`src/hw/rtl/voxel_shell_neighbour_masks_core_assert.svh`:
```
// Assertion macros for the voxel shell core.
// Depends on nothing; included by the top level.
`ifndef VOXEL_SHELL_NEIGHBOUR_MASKS_CORE_ASSERT_SVH
`define VOXEL_SHELL_NEIGHBOUR_MASKS_CORE_ASSERT_SVH
`ifndef SYNTH
`define VS_ASSERT_IMP(lbl, clk, rstn, a, c) \
    lbl: assert property (@(posedge clk) disable iff (!rstn) (a) |-> (c)) else $error("lbl");
`define VS_ASSERT_NXT(lbl, clk, rstn, a, c) \
    lbl: assert property (@(posedge clk) disable iff (!rstn) (a) |=> (c)) else $error("lbl");
`else
`define VS_ASSERT_IMP(lbl, clk, rstn, a, c)
`define VS_ASSERT_NXT(lbl, clk, rstn, a, c)
`endif
`endif

```
`src/hw/rtl/vsnm_pkg.sv`:
```
// Shared types and codes for the voxel shell core.
// No dependencies.
package vsnm_pkg;
    typedef enum logic [1:0] {
        FN_CLEAR = 2'd0,
        FN_MARK  = 2'd1,
        FN_CLASS = 2'd2,
        FN_QUERY = 2'd3
    } t_func;
    localparam logic [1:0] CLS_INNER   = 2'd0;
    localparam logic [1:0] CLS_SURFACE = 2'd1;
    localparam logic [1:0] CLS_OUTER   = 2'd2;
endpackage

```
`src/hw/rtl/vsnm_grid_mem.sv`:
```
// One grid's class store: synchronous single-port RAM with a registered read.
// Depends on nothing.
module vsnm_grid_mem #(
    parameter int DEPTH = 512,
    parameter int AW    = 9
) (
    input  logic          i_clk,
    input  logic          i_we,
    input  logic [AW-1:0] i_addr,
    input  logic [1:0]    i_wdata,
    output logic [1:0]    o_rdata
);
    logic [1:0] r_mem [DEPTH];
    always_ff @(posedge i_clk) begin
        if (i_we) begin
            r_mem[i_addr] <= i_wdata;
        end
        o_rdata <= r_mem[i_addr];
    end
endmodule

```
`src/hw/rtl/voxel_shell_neighbour_masks_core.sv`:
```
// Voxel shell core: two staggered class grids with clear, mark, classify and query.
// Mark and query stop early when out of range; classify reads each scanned point in ST_SCAN
// and writes it back in ST_SWR.
// One command at a time; busy drops in the strobe cycle, so the next command may be taken
// at the edge that ends it. The strobe o_valid lasts one cycle and cannot be stalled.
// Sync active-low reset clears both grids in a sweep over all n2^3 addresses, busy high, no strobe.
`include "voxel_shell_neighbour_masks_core_assert.svh"
module voxel_shell_neighbour_masks_core #(
    parameter int GRID_WIDTH = 8
) (
    input  logic       i_clk,
    input  logic       i_rst_n,
    input  logic       start,
    output logic       busy,
    input  logic [1:0] i_func,
    input  logic       i_grid_sel,
    input  logic [3:0] i_a_x,
    input  logic [3:0] i_a_y,
    input  logic [3:0] i_a_z,
    input  logic [3:0] i_b_x,
    input  logic [3:0] i_b_y,
    input  logic [3:0] i_b_z,
    output logic       o_valid,
    output logic [1:0] o_point_class,
    output logic [5:0] o_same_mask,
    output logic [7:0] o_other_mask,
    output logic       o_is_static,
    output logic       o_error
);
    localparam int N1  = GRID_WIDTH;
    localparam int N2  = GRID_WIDTH + 1;
    localparam int D1  = N1 * N1 * N1;
    localparam int D2  = N2 * N2 * N2;
    localparam int AW1 = $clog2(D1);
    localparam int AW2 = $clog2(D2);
    localparam int CW  = 5;

    typedef enum logic [6:0] {
        ST_IDLE  = 7'b0000001,
        ST_CLEAR = 7'b0000010,
        ST_MARK  = 7'b0000100,
        ST_QRY   = 7'b0001000,
        ST_SCAN  = 7'b0010000,
        ST_SWR   = 7'b0100000,
        ST_DONE  = 7'b1000000
    } t_state;

    t_state r_state;
    logic [1:0] r_func;
    logic       r_sel;
    logic [CW-1:0] r_ax, r_ay, r_az, r_bx, r_by, r_bz;
    logic [4:0] r_step;     // mark: 16 writes; query: 15 reads plus pipe
    logic       r_err;
    logic [1:0] r_cls;
    logic [5:0] r_same;
    logic [7:0] r_other;
    logic [AW2:0] r_clr;
    logic       r_init;     // the sweep after reset gives no result beat
    // scan state
    logic       r_sg;       // grid under scan
    logic [1:0] r_axis;
    logic       r_dir;
    logic [CW-1:0] r_u, r_v, r_t;

    logic          we1, we2;
    logic [AW1-1:0] ad1;
    logic [AW2-1:0] ad2;
    logic [1:0]    wd1, wd2, rd1, rd2;

    vsnm_grid_mem #(.DEPTH(D1), .AW(AW1)) u_g1 (
        .i_clk(i_clk), .i_we(we1), .i_addr(ad1), .i_wdata(wd1), .o_rdata(rd1));
    vsnm_grid_mem #(.DEPTH(D2), .AW(AW2)) u_g2 (
        .i_clk(i_clk), .i_we(we2), .i_addr(ad2), .i_wdata(wd2), .o_rdata(rd2));

    function automatic logic [AW2-1:0] idx(input logic [CW-1:0] n, input logic [CW-1:0] x,
                                           input logic [CW-1:0] y, input logic [CW-1:0] z);
        logic [2*AW2-1:0] t;
        t = ((2*AW2)'(z) * (2*AW2)'(n) + (2*AW2)'(y)) * (2*AW2)'(n) + (2*AW2)'(x);
        return t[AW2-1:0];
    endfunction

    localparam logic [CW-1:0] S1 = CW'(N1);
    localparam logic [CW-1:0] S2 = CW'(N2);

    // query access list: 0 centre, 1..6 same neighbours, 7..14 other corners
    logic [CW-1:0] q_x, q_y, q_z, q_n;
    logic          q_oth;
    logic [CW-1:0] base_x, base_y, base_z;
    always_comb begin
        q_x = r_ax; q_y = r_ay; q_z = r_az; q_oth = 1'b0;
        base_x = r_sel ? r_ax - 1'b1 : r_ax;
        base_y = r_sel ? r_ay - 1'b1 : r_ay;
        base_z = r_sel ? r_az - 1'b1 : r_az;
        case (r_step)
            5'd1: q_x = r_ax - 1'b1;
            5'd2: q_x = r_ax + 1'b1;
            5'd3: q_y = r_ay - 1'b1;
            5'd4: q_y = r_ay + 1'b1;
            5'd5: q_z = r_az - 1'b1;
            5'd6: q_z = r_az + 1'b1;
            default: begin
                if (r_step >= 5'd7 && r_step <= 5'd14) begin
                    q_oth = 1'b1;
                    q_x = base_x + CW'(r_step[0] ^ 1'b1);
                    q_y = base_y + CW'(((r_step - 5'd7) >> 1) & 5'd1);
                    q_z = base_z + CW'(((r_step - 5'd7) >> 2) & 5'd1);
                end
            end
        endcase
        q_n = ((r_sel ^ q_oth) ? S2 : S1);
    end
    logic q_in;
    assign q_in = (q_x < q_n) && (q_y < q_n) && (q_z < q_n);
    logic q_g2;
    assign q_g2 = r_sel ^ q_oth;

    // previous query access, aligned with read data
    logic       r_q_in, r_q_g2, r_q_v;
    logic [4:0] r_q_step;

    // scan point
    logic [CW-1:0] sn, s_pos, s_x, s_y, s_z;
    always_comb begin
        sn = r_sg ? S2 : S1;
        s_pos = r_dir ? sn - 1'b1 - r_t : r_t;
        s_x = s_pos; s_y = r_u; s_z = r_v;
        case (r_axis)
            2'd0: begin s_x = s_pos; s_y = r_u; s_z = r_v; end
            2'd1: begin s_y = s_pos; s_z = r_u; s_x = r_v; end
            default: begin s_z = s_pos; s_x = r_u; s_y = r_v; end
        endcase
    end
    logic [1:0] s_rd;
    assign s_rd = r_sg ? rd2 : rd1;

    // mark corner
    logic [2:0] mc;
    logic       mg2;
    assign mc  = r_step[2:0];
    assign mg2 = r_step[3];

    always_comb begin
        we1 = 1'b0; we2 = 1'b0; wd1 = vsnm_pkg::CLS_INNER; wd2 = vsnm_pkg::CLS_INNER;
        ad1 = '0; ad2 = '0;
        unique case (r_state)
            ST_CLEAR: begin
                we1 = r_clr < (AW2+1)'(D1);
                we2 = r_clr < (AW2+1)'(D2);
                ad1 = r_clr[AW1-1:0];
                ad2 = r_clr[AW2-1:0];
            end
            ST_MARK: begin
                we1 = !r_err && !mg2;
                we2 = !r_err && mg2;
                wd1 = vsnm_pkg::CLS_SURFACE; wd2 = vsnm_pkg::CLS_SURFACE;
                ad1 = AW1'(idx(S1, r_ax + CW'(mc[0]), r_ay + CW'(mc[1]), r_az + CW'(mc[2])));
                ad2 = idx(S2, r_bx + CW'(mc[0]), r_by + CW'(mc[1]), r_bz + CW'(mc[2]));
            end
            ST_QRY: begin
                ad1 = AW1'(idx(S1, q_x, q_y, q_z));
                ad2 = idx(S2, q_x, q_y, q_z);
            end
            ST_SCAN: begin
                ad1 = AW1'(idx(S1, s_x, s_y, s_z));
                ad2 = idx(S2, s_x, s_y, s_z);
            end
            ST_SWR: begin
                // read data is back; write outer unless it is a surface point
                ad1 = AW1'(idx(S1, s_x, s_y, s_z));
                ad2 = idx(S2, s_x, s_y, s_z);
                wd1 = vsnm_pkg::CLS_OUTER; wd2 = vsnm_pkg::CLS_OUTER;
                we1 = !r_sg && (s_rd != vsnm_pkg::CLS_SURFACE);
                we2 = r_sg && (s_rd != vsnm_pkg::CLS_SURFACE);
            end
            default: ;
        endcase
    end

    logic acc;
    assign acc  = start && !busy;
    assign busy = (r_state != ST_IDLE);

    logic row_end;
    assign row_end = (s_rd == vsnm_pkg::CLS_SURFACE) || (r_t == sn - 1'b1);

    logic [1:0] q_rd;
    logic       q_live;
    assign q_rd   = r_q_g2 ? rd2 : rd1;
    assign q_live = r_q_in && (q_rd != vsnm_pkg::CLS_OUTER);

    always_ff @(posedge i_clk) begin
        o_valid <= 1'b0;
        if (!i_rst_n) begin
            r_state <= ST_CLEAR;
            r_clr   <= '0;
            r_init  <= 1'b1;
            r_func  <= vsnm_pkg::FN_CLEAR;
            r_q_v   <= 1'b0;
        end else begin
            r_q_v <= 1'b0;
            unique case (r_state)
                ST_IDLE: if (acc) begin
                    r_func <= i_func;
                    r_sel  <= i_grid_sel;
                    r_ax <= CW'(i_a_x); r_ay <= CW'(i_a_y); r_az <= CW'(i_a_z);
                    r_bx <= CW'(i_b_x); r_by <= CW'(i_b_y); r_bz <= CW'(i_b_z);
                    r_step <= '0; r_cls <= '0; r_same <= '0; r_other <= '0;
                    r_clr <= '0;
                    r_sg <= 1'b0; r_axis <= 2'd0; r_dir <= 1'b0;
                    r_u <= '0; r_v <= '0; r_t <= '0;
                    r_err <= !((CW'(i_a_x) + 5'd2 <= S1) && (CW'(i_a_y) + 5'd2 <= S1)
                            && (CW'(i_a_z) + 5'd2 <= S1) && (CW'(i_b_x) + 5'd2 <= S2)
                            && (CW'(i_b_y) + 5'd2 <= S2) && (CW'(i_b_z) + 5'd2 <= S2));
                    unique case (i_func)
                        vsnm_pkg::FN_CLEAR: r_state <= ST_CLEAR;
                        vsnm_pkg::FN_MARK:  r_state <= ST_MARK;
                        vsnm_pkg::FN_CLASS: r_state <= ST_SCAN;
                        default: begin
                            r_state <= ST_QRY;
                            r_err <= !((CW'(i_a_x) < (i_grid_sel ? S2 : S1))
                                    && (CW'(i_a_y) < (i_grid_sel ? S2 : S1))
                                    && (CW'(i_a_z) < (i_grid_sel ? S2 : S1)));
                        end
                    endcase
                end
                ST_CLEAR: begin
                    r_clr <= r_clr + 1'b1;
                    if (r_clr == (AW2+1)'(D2 - 1)) begin
                        r_init  <= 1'b0;
                        r_state <= r_init ? ST_IDLE : ST_DONE;
                    end
                end
                ST_MARK: begin
                    r_step <= r_step + 1'b1;
                    if (r_err || r_step == 5'd15) r_state <= ST_DONE;
                end
                ST_QRY: begin
                    if (r_err) begin
                        r_state <= ST_DONE;
                    end else begin
                        r_q_v <= (r_step <= 5'd14);
                        r_q_in <= q_in; r_q_g2 <= q_g2; r_q_step <= r_step;
                        r_step <= r_step + 1'b1;
                        if (r_step == 5'd15) r_state <= ST_DONE;
                    end
                end
                ST_SCAN: r_state <= ST_SWR;
                ST_SWR: begin
                    r_state <= ST_SCAN;
                    if (row_end) begin
                        r_t <= '0;
                        if (r_v == sn - 1'b1) begin
                            r_v <= '0;
                            if (r_u == sn - 1'b1) begin
                                r_u <= '0;
                                r_dir <= !r_dir;
                                if (r_dir) begin
                                    if (r_axis == 2'd2) begin
                                        r_axis <= 2'd0;
                                        r_sg <= 1'b1;
                                        if (r_sg) r_state <= ST_DONE;
                                    end else begin
                                        r_axis <= r_axis + 1'b1;
                                    end
                                end
                            end else begin
                                r_u <= r_u + 1'b1;
                            end
                        end else begin
                            r_v <= r_v + 1'b1;
                        end
                    end else begin
                        r_t <= r_t + 1'b1;
                    end
                end
                ST_DONE: begin
                    r_state <= ST_IDLE;
                    o_valid <= 1'b1;
                end
                default: r_state <= ST_IDLE;
            endcase
            if (r_q_v) begin
                if (r_q_step == 5'd0) r_cls <= q_rd;
                else if (r_q_step <= 5'd6) r_same[3'(r_q_step - 5'd1)] <= q_live;
                else r_other[3'(r_q_step - 5'd7)] <= q_live;
            end
        end
    end

    logic q_ok;
    assign q_ok = (r_func == vsnm_pkg::FN_QUERY) && !r_err;
    always_ff @(posedge i_clk) begin
        if (r_state == ST_DONE) begin
            o_point_class <= q_ok ? r_cls : 2'd0;
            o_same_mask   <= q_ok ? r_same : 6'd0;
            o_other_mask  <= q_ok ? r_other : 8'd0;
            o_is_static   <= q_ok && (r_same == 6'd0) && (r_other == 8'd0);
            o_error       <= ((r_func == vsnm_pkg::FN_QUERY) || (r_func == vsnm_pkg::FN_MARK))
                             && r_err;
        end
    end

    `VS_ASSERT_NXT(a_done_strobe, i_clk, i_rst_n, r_state == ST_DONE, o_valid && !busy)
    `VS_ASSERT_IMP(a_no_dbl_write, i_clk, i_rst_n, we1 && we2, r_state == ST_CLEAR)
    `VS_ASSERT_IMP(a_static_clean, i_clk, i_rst_n, o_valid && o_is_static,
                   o_same_mask == 6'd0 && o_other_mask == 8'd0 && !o_error)
endmodule

```
`config.mk`:
```
export PLATFORM = sky130hd
export DESIGN_NAME = voxel_shell_neighbour_masks_core
export DESIGN_NICKNAME = d
export VERILOG_FILES = /design/src/hw/rtl/vsnm_pkg.sv /design/src/hw/rtl/vsnm_grid_mem.sv /design/src/hw/rtl/voxel_shell_neighbour_masks_core.sv
export VERILOG_INCLUDE_DIRS = /design/src /design/src/hw/rtl
export SDC_FILE = /design/constraint.sdc
export NUM_CORES = 2
export LEC_CHECK = 0
export BUFFER_PORTS_ARGS = -buffer_cell sky130_fd_sc_hd__buf_4
export CORE_ASPECT_RATIO = 0.8
export CORE_UTILIZATION = 49
export CTS_CLUSTER_DIAMETER = 30
export CTS_CLUSTER_SIZE = 24
export DETAILED_ROUTE_END_ITERATION = 12
export PLACE_DENSITY = 0.7
export SYNTH_ARGS = -nofsm -noshare
export SYNTH_HDL_FRONTEND = slang
export SYNTH_SLANG_ARGS = --single-unit
```
`constraint.sdc`:
```
create_clock -name i_clk -period 53.6 [get_ports i_clk]
set_input_delay 8.04 -clock i_clk [delete_from_list [all_inputs] [get_ports i_clk]]
set_output_delay 8.04 -clock i_clk [all_outputs]
set_load 0.005 [all_outputs]
```
# ---- Word level (Yosys, flattened, before mapping)
# Memory sizes are Yosys's and may differ from the RTL's. A register that Yosys moved wholly into a read port is not among the register bits.
# Index checks and enable logic that the tools add are counted.
dict set report op_classes {
  add_sub_neg 44
  multipliers 6
  magnitude_cmp 21
  n_eq_ne 38
  mux 99
  bitwise_logic 5
  n_reduce_logical 60
}
# operator n
set ops {}
lappend ops {{7-bit 2-to-1 mux} 12}
lappend ops {{5-bit 2-to-1 mux} 15}
lappend ops {{5-bit case mux with 3 select lines} 5}
lappend ops {{5-bit case mux with 2 select lines} 6}
lappend ops {{8-bit 2-to-1 mux} 6}
lappend ops {{7-bit case mux with 6 select lines} 1}
lappend ops {{10-bit case mux with 4 select lines} 1}
lappend ops {{6-bit 2-to-1 mux} 6}
lappend ops {{9-bit case mux with 4 select lines} 1}
lappend ops {{5-bit by 4-bit <= comparator with 1-bit output (second input constant)} 7}
lappend ops {{10-bit by 5-bit adder with 10-bit output} 3}
lappend ops {{4-bit by 2-bit adder with 5-bit output (second input constant)} 6}
lappend ops {{9-bit by 5-bit adder with 10-bit output} 3}
lappend ops {{10-bit by 4-bit multiplier with 10-bit output (second input constant)} 3}
lappend ops {{9-bit by 5-bit adder with 9-bit output} 3}
lappend ops {{5-bit by 4-bit multiplier with 9-bit output (second input constant)} 3}
lappend ops {{4-bit by 1-bit adder with 5-bit output} 5}
lappend ops {{2-bit 2-to-1 mux} 12}
lappend ops {{1-bit logical AND} 22}
lappend ops {{11-bit by 10-bit < comparator with 1-bit output (second input constant)} 2}
lappend ops {{1-bit 2-to-1 mux} 22}
lappend ops {{11-bit case mux with 2 select lines} 1}
lappend ops {{5-bit by 1-bit adder with 5-bit output (second input constant)} 4}
lappend ops {{2-bit inequality test (second input constant)} 10}
lappend ops {{63 further kinds} 114}
dict set report totals {
  ff_bits 114
  ramBits 2482
  inputBits 30
  output_inout_bits 20
  wordCells 307
  mem_count 2
}
# memory depth width read_ports rd_ports_with_merged_regs wr line_no
set mem_list {}
lappend mem_list {u_g2.r_mem 729 2 1 1 1 vsnm_grid_mem.sv:13} ;# logic [1:0] r_mem [DEPTH];
lappend mem_list {u_g1.r_mem 512 2 1 1 1 vsnm_grid_mem.sv:13}

# ---- Depth between registers and ports, before layout
dict set report depth {
  ltp_word 10
  ltp_mapped 33
  depth_no_buf 31
}

# ---- Hierarchy
# A second synthesis with hierarchy kept.
dict set report hier_totals {
  hier_cells 7422
  area_unflattened_um2 112740.6
}
# module instances cells_per_inst area_each_um2 seq_area_each_um2
set modules_own_cells {}
lappend modules_own_cells {{vsnm_grid_mem (u_g2)} 1 3777 59513.3 43822.0}
lappend modules_own_cells {{vsnm_grid_mem (u_g1)} 1 2446 42144.2 30789.5}
lappend modules_own_cells {voxel_shell_neighbour_masks_core 1 1199 11083.1 3193.1}

# ---- Worst setup path before layout
# Ideal clock, no wire load.
dict set report synth_timing {
  kind {flip-flop to flip-flop}
  startpoint {register r_state[6]}
  endpoint {memory u_g2.r_mem[436][0] (enable)}
  setup_time_ns 0.309
  t_arrival_ns 25.316
  t_required_ns 53.291
  setup_slack_ns 27.975
  path_stages_with_launch 11
  path_buffers 3
  period_less_slack_ns 25.625
  path_cell_list {dfxtp_1 clkbuf_1 nor3_2 nand3_1 clkinv_1 clkbuf_1 a221oi_1 nor3_1 nand2_1 buf_1 nor2_1}
}
dict set report synth_via {
  elab_chain_cells 4
  word_cells_on_any_way 10
  cone_classes {5 x eq/ne; 4 x mux; 1 x reduce/logical}
}
# item line_no
set synth_rtl {}
lappend synth_rtl {{from (decl)} voxel_shell_neighbour_masks_core.sv:48} ;# t_state r_state;
lappend synth_rtl {{from (signal assigned)} voxel_shell_neighbour_masks_core.sv:230} ;# r_state <= r_init ? ST_IDLE : ST_DONE;
lappend synth_rtl {{7-bit by 6-bit == test with 1-bit output (tied with other cells)} voxel_shell_neighbour_masks_core.sv:145} ;# unique case (r_state)
lappend synth_rtl {{1-bit case mux with 3 select lines} voxel_shell_neighbour_masks_core.sv:145}
lappend synth_rtl {{1-bit 2-to-1 mux} vsnm_grid_mem.sv:15} ;# if (i_we) begin
lappend synth_rtl {{1-bit 2-to-1 mux (not written as such)} vsnm_grid_mem.sv:16} ;# r_mem[i_addr] <= i_wdata;
lappend synth_rtl {{to (decl)} vsnm_grid_mem.sv:13}
# Parallel ways exist; a longest one is shown, timed or not.

# ---- Worst setup path after layout
dict set report layout_timing {
  startpoint {register r_state[2]}
  endpoint {output port busy}
}
dict set report layout_via {
  elab_chain_cells 1
}
# item line_no
set layout_rtl {}
lappend layout_rtl {{7-bit by 1-bit inequality test with 1-bit output} voxel_shell_neighbour_masks_core.sv:181} ;# assign busy = (r_state != ST_IDLE);
lappend layout_rtl {{to (decl)} voxel_shell_neighbour_masks_core.sv:14} ;# output logic busy,
# No other way between the ends.

==> metrics.md <==
| Metric | Value |
|---|---|
| Post-synthesis average cell area | 14.4 µm² |
| Static leakage | about 42 nW |
| Cells after synthesis | between 7000 and 8000 |
| Max-cap violations | 0 |
| Die width | 538 µm |
| Clock latency on the worst-skew pair | between 0.9 and 1 ns |
| EDFF count, synth | 2573 |
| Root Driver | clkbuf_16 |
| Worst Path Arrival | roughly 2.6 ns |
| Pwr per Cell Area | between 40 and 50 nW/µm² |
| CP Capture Type | output pin |
| Port bufs | 49 |
| Seq/Total Area, Yosys | slightly below 70% |
| RD Place Congestion | between 0.8 and 0.9 |
| Peak VDD IR | between 0.04 and 0.05 mV |
| WL per Instance | 27.6 µm |
| Pin count of the biggest net entering global routing | ~270 |
| Number of routed nets with antenna violations | 0 |
| DRC viols | 0 |
| RR Endpoint | u_g2.r_mem[257][0] |
| Ys Warns | 0 |
| Die Area | 232000 µm² |
| CP Max Fanout | 11 |
| CTS max path bufs | 4 |
| Hold path depth | 2 |
| Beginning of the worst hold path | r_init |
| Total Wirelength | a little over 300 mm |
| Rows | 157 |
| Fin crit period | approximately 11 ns |
| Fillers | approximately 17000 |
| Fraction of layout cells with a size suffix above 1 | ~17% |
| Slew Limit Fails | 0 |
| Top Ports | 50 |
| Starting DRC count in detailed routing | ~11000 |
| Min-delay worst type | flop to flop |
| Final Hold Vio Count | 0 |
| Final #Nets | about 8100 |
| Sink Count | 2600 |
| Synth Cell Area | 113000 µm² |
| Final HPWL DP | ~170 mm |
| Overall Global Routing Usage | 26.3% |
| Die Y-Extent | 431 µm |
| Initial Utilization | approximately 49% |
| FF-to-FF path depth | 27 |
| Dominant cell type by area after synthesis | edfxtp_1 |
| Async S/R FF share, synth | 0% |
| Synth Net Count | approximately 8000 |
| Final setup viols | 0 |
| Cts hold-fix bufs | 0 |
| Largest cells by area after synthesis | edfxtp_1 69%, mux4_2 7.7%, nor2_1 4.5% |
| DR vias/cell | 6.36 |
| Initial antenna violation count | 6 |
| Worst Setup Path Type | flop to output pin |
| Placed cell area | about 120000 µm² |
| CTS buffer count | between 400 and 500 |
| Critical Path RT | between 40 and 50 ns |
| Seq cells post-synth | between 2000 and 3000 |
| First-pass GRT wire length | approximately 450 mm |
| Hold EP | r_init |
| Number of global-route vias before repair | about 70000 |
| Setup WS post-layout | between 40 and 50 ns |
| Top FF cell, synth | edfxtp_1 |
| FF-to-FF setup slack | 43.85 ns |
| Slew @ Worst Pin | around 1.4 ns |
| Synth top area share | between 60% and 70% |
| Vias | 71350 |
| Setup TNS | 0 ns |
| Place WS | 43.09 ns |
| Max Clk Rate | 94.1 MHz |
| Rel. slew slack | approximately 5.3% |
| Clk_skew | around 0.11 ns |
| Core area | about 230000 µm² |
| CTS tree | built |
| CP Launch Type | flop |
| H-tree depth | 5 |
| Tot Pwr | ~0.0055 W |
| Final Cell Area | 130000 µm² |
| Postcts setup bufs | 0 |
| CTS-repair resized insts | 0 |
| Reg clk slew, reported paths | roughly 0.05 ns |
| Pre-antenna DRT Iters | 6 |
| Cell variety after synth | 94 |
| RSZ-0062 raised after global routing | no |
| Final Hold Slack | between 0.5 and 0.6 ns |
| Total gr overflow | 0 |
| Final period util | between 10% and 20% |
| Worst r2r src | r_step[0] |
| Status | finished clean |
| Area growth syn-to-layout | 15.3% |
[critical path, stage by stage (launching register included)]
cell      delay [ns]
dfxtp_1         0.39
or4_1           0.64
nor2_1          0.16
nand3b_1        0.26
buf_4           0.26
[worst max-delay path by stage]
stage	start	to	slack, ns
6_report	r_state[2]	busy	42.97
3_3_place_gp	i_rst_n	r_sg	43.14
2_1_floorplan	r_state[6]	u_g2.r_mem[436][0]	27.97
5_1_grt	r_state[2]	busy	42.86
4_1_cts	r_state[2]	busy	42.93
3_5_place_dp	i_rst_n	r_sg	43.09
[synthesized netlist by cell type (all sizes together), types with 10 or more instances]
library cell,n
a211o,10
a211oi,49
a21o,15
a21oi,183
a221o,12
a221oi,23
a22o,24
a22oi,211
a311oi,77
a31oi,83
a32oi,14
a41oi,13
and2,25
and3,50
buf,176
clkbuf,398
dfxtp,27
edfxtp,2573
fa,17
ha,169
inv,119
mux2i,91
mux4,401
nand2,831
nand2b,14
nand3,328
nand4,52
nor2,1364
nor2b,18
nor3,49
nor4,14
o2111ai,10
o211ai,25
o21a,12
o21ai,69
o41ai,12
or4,10
xnor2,52
xor2,40
[cell usage in the layout, fill, tap and decap left out, drive strengths merged, types with 24 or more instances in the layout]
| master | n |
|---|---|
| o21ai | 69 |
| dfxtp | 27 |
| nand2 | 831 |
| bufinv | 58 |
| and3 | 50 |
| and2 | 25 |
| a31oi | 83 |
| a21oi | 183 |
| nand3 | 328 |
| a22o | 24 |
| a211oi | 49 |
| mux4 | 401 |
| inv | 170 |
| a311oi | 77 |
| ha | 169 |
| clkinv | 151 |
| edfxtp | 2573 |
| o211ai | 25 |
| nand4 | 52 |
| nor2 | 1364 |
| nor3 | 49 |
| mux2i | 91 |
| clkinvlp | 39 |
| xor2 | 40 |
| clkbuf | 453 |
| buf | 205 |
| xnor2 | 52 |
| a22oi | 211 |
[per-stage QoR]
step | cells | util, %
floorplan | 7815 | -
global placement | 10467 | 50.7
detailed placement | 10467 | 50.7
CTS | 11218 | 56.8
global route | 11218 | 56.8
finish | 11219 | 56.8
[layout make-up]
type                    count  area (µm²)  area share (%)
flip-flops and latches   2600       77800            59.9
repair buffers            205        1680            1.29
inverters                 120         465           0.358
clock inverters           298        3480            2.68
multi-input cells        4521       32200            24.8
clock buffers             453       10500            8.08
diodes                      1        2.50         0.00193
well taps                3021        3780            2.91
[per-layer routing]
| layer | part of all wire (%) | vias to the layer above | GRT usage (%) | wire length, µm |
|---|---|---|---|---|
| met3 | 13 | 698 | 6.66 | 39800 |
| met1 | 39 | 35736 | 37.4 | 119000 |
| met2 | 45 | 4935 | 39.6 | 139000 |
| li1 | - | 29975 | - | - |
| met5 | 0.013 | - | 0 | 39 |
| met4 | 3.4 | 6 | 9.09 | 10700 |
[report_power, final]
part / switching [W] / internal [W]
combinational: 0.000421 / 0.000194
clock: 0.000973 / 0.00170
sequential: 0.00000778 / 0.00221
[flip-flops by register name, indices dropped and copies added, names as in the netlist, 6 cells and up]
name	count
u_g2.r_mem	1458
u_g1.r_mem	1024
r_clr	11
o_other_mask	8
r_other	8
r_state	7
o_same_mask	6
r_same	6
[logic make-up after synthesis]
kind of cell               Yosys count  synth area share, %
and+or+nand+nor                   2809                 10.4
DFF                               2600                 69.1
AOI/OAI and AO/OA                  932                 5.91
buffers and inverters              694                 2.70
muxes                              499                 8.95
adders and majority gates          186                 2.18
xor gates and xnor gates            95                0.775
No activity file was read; power rests on OpenSTA's default activity.
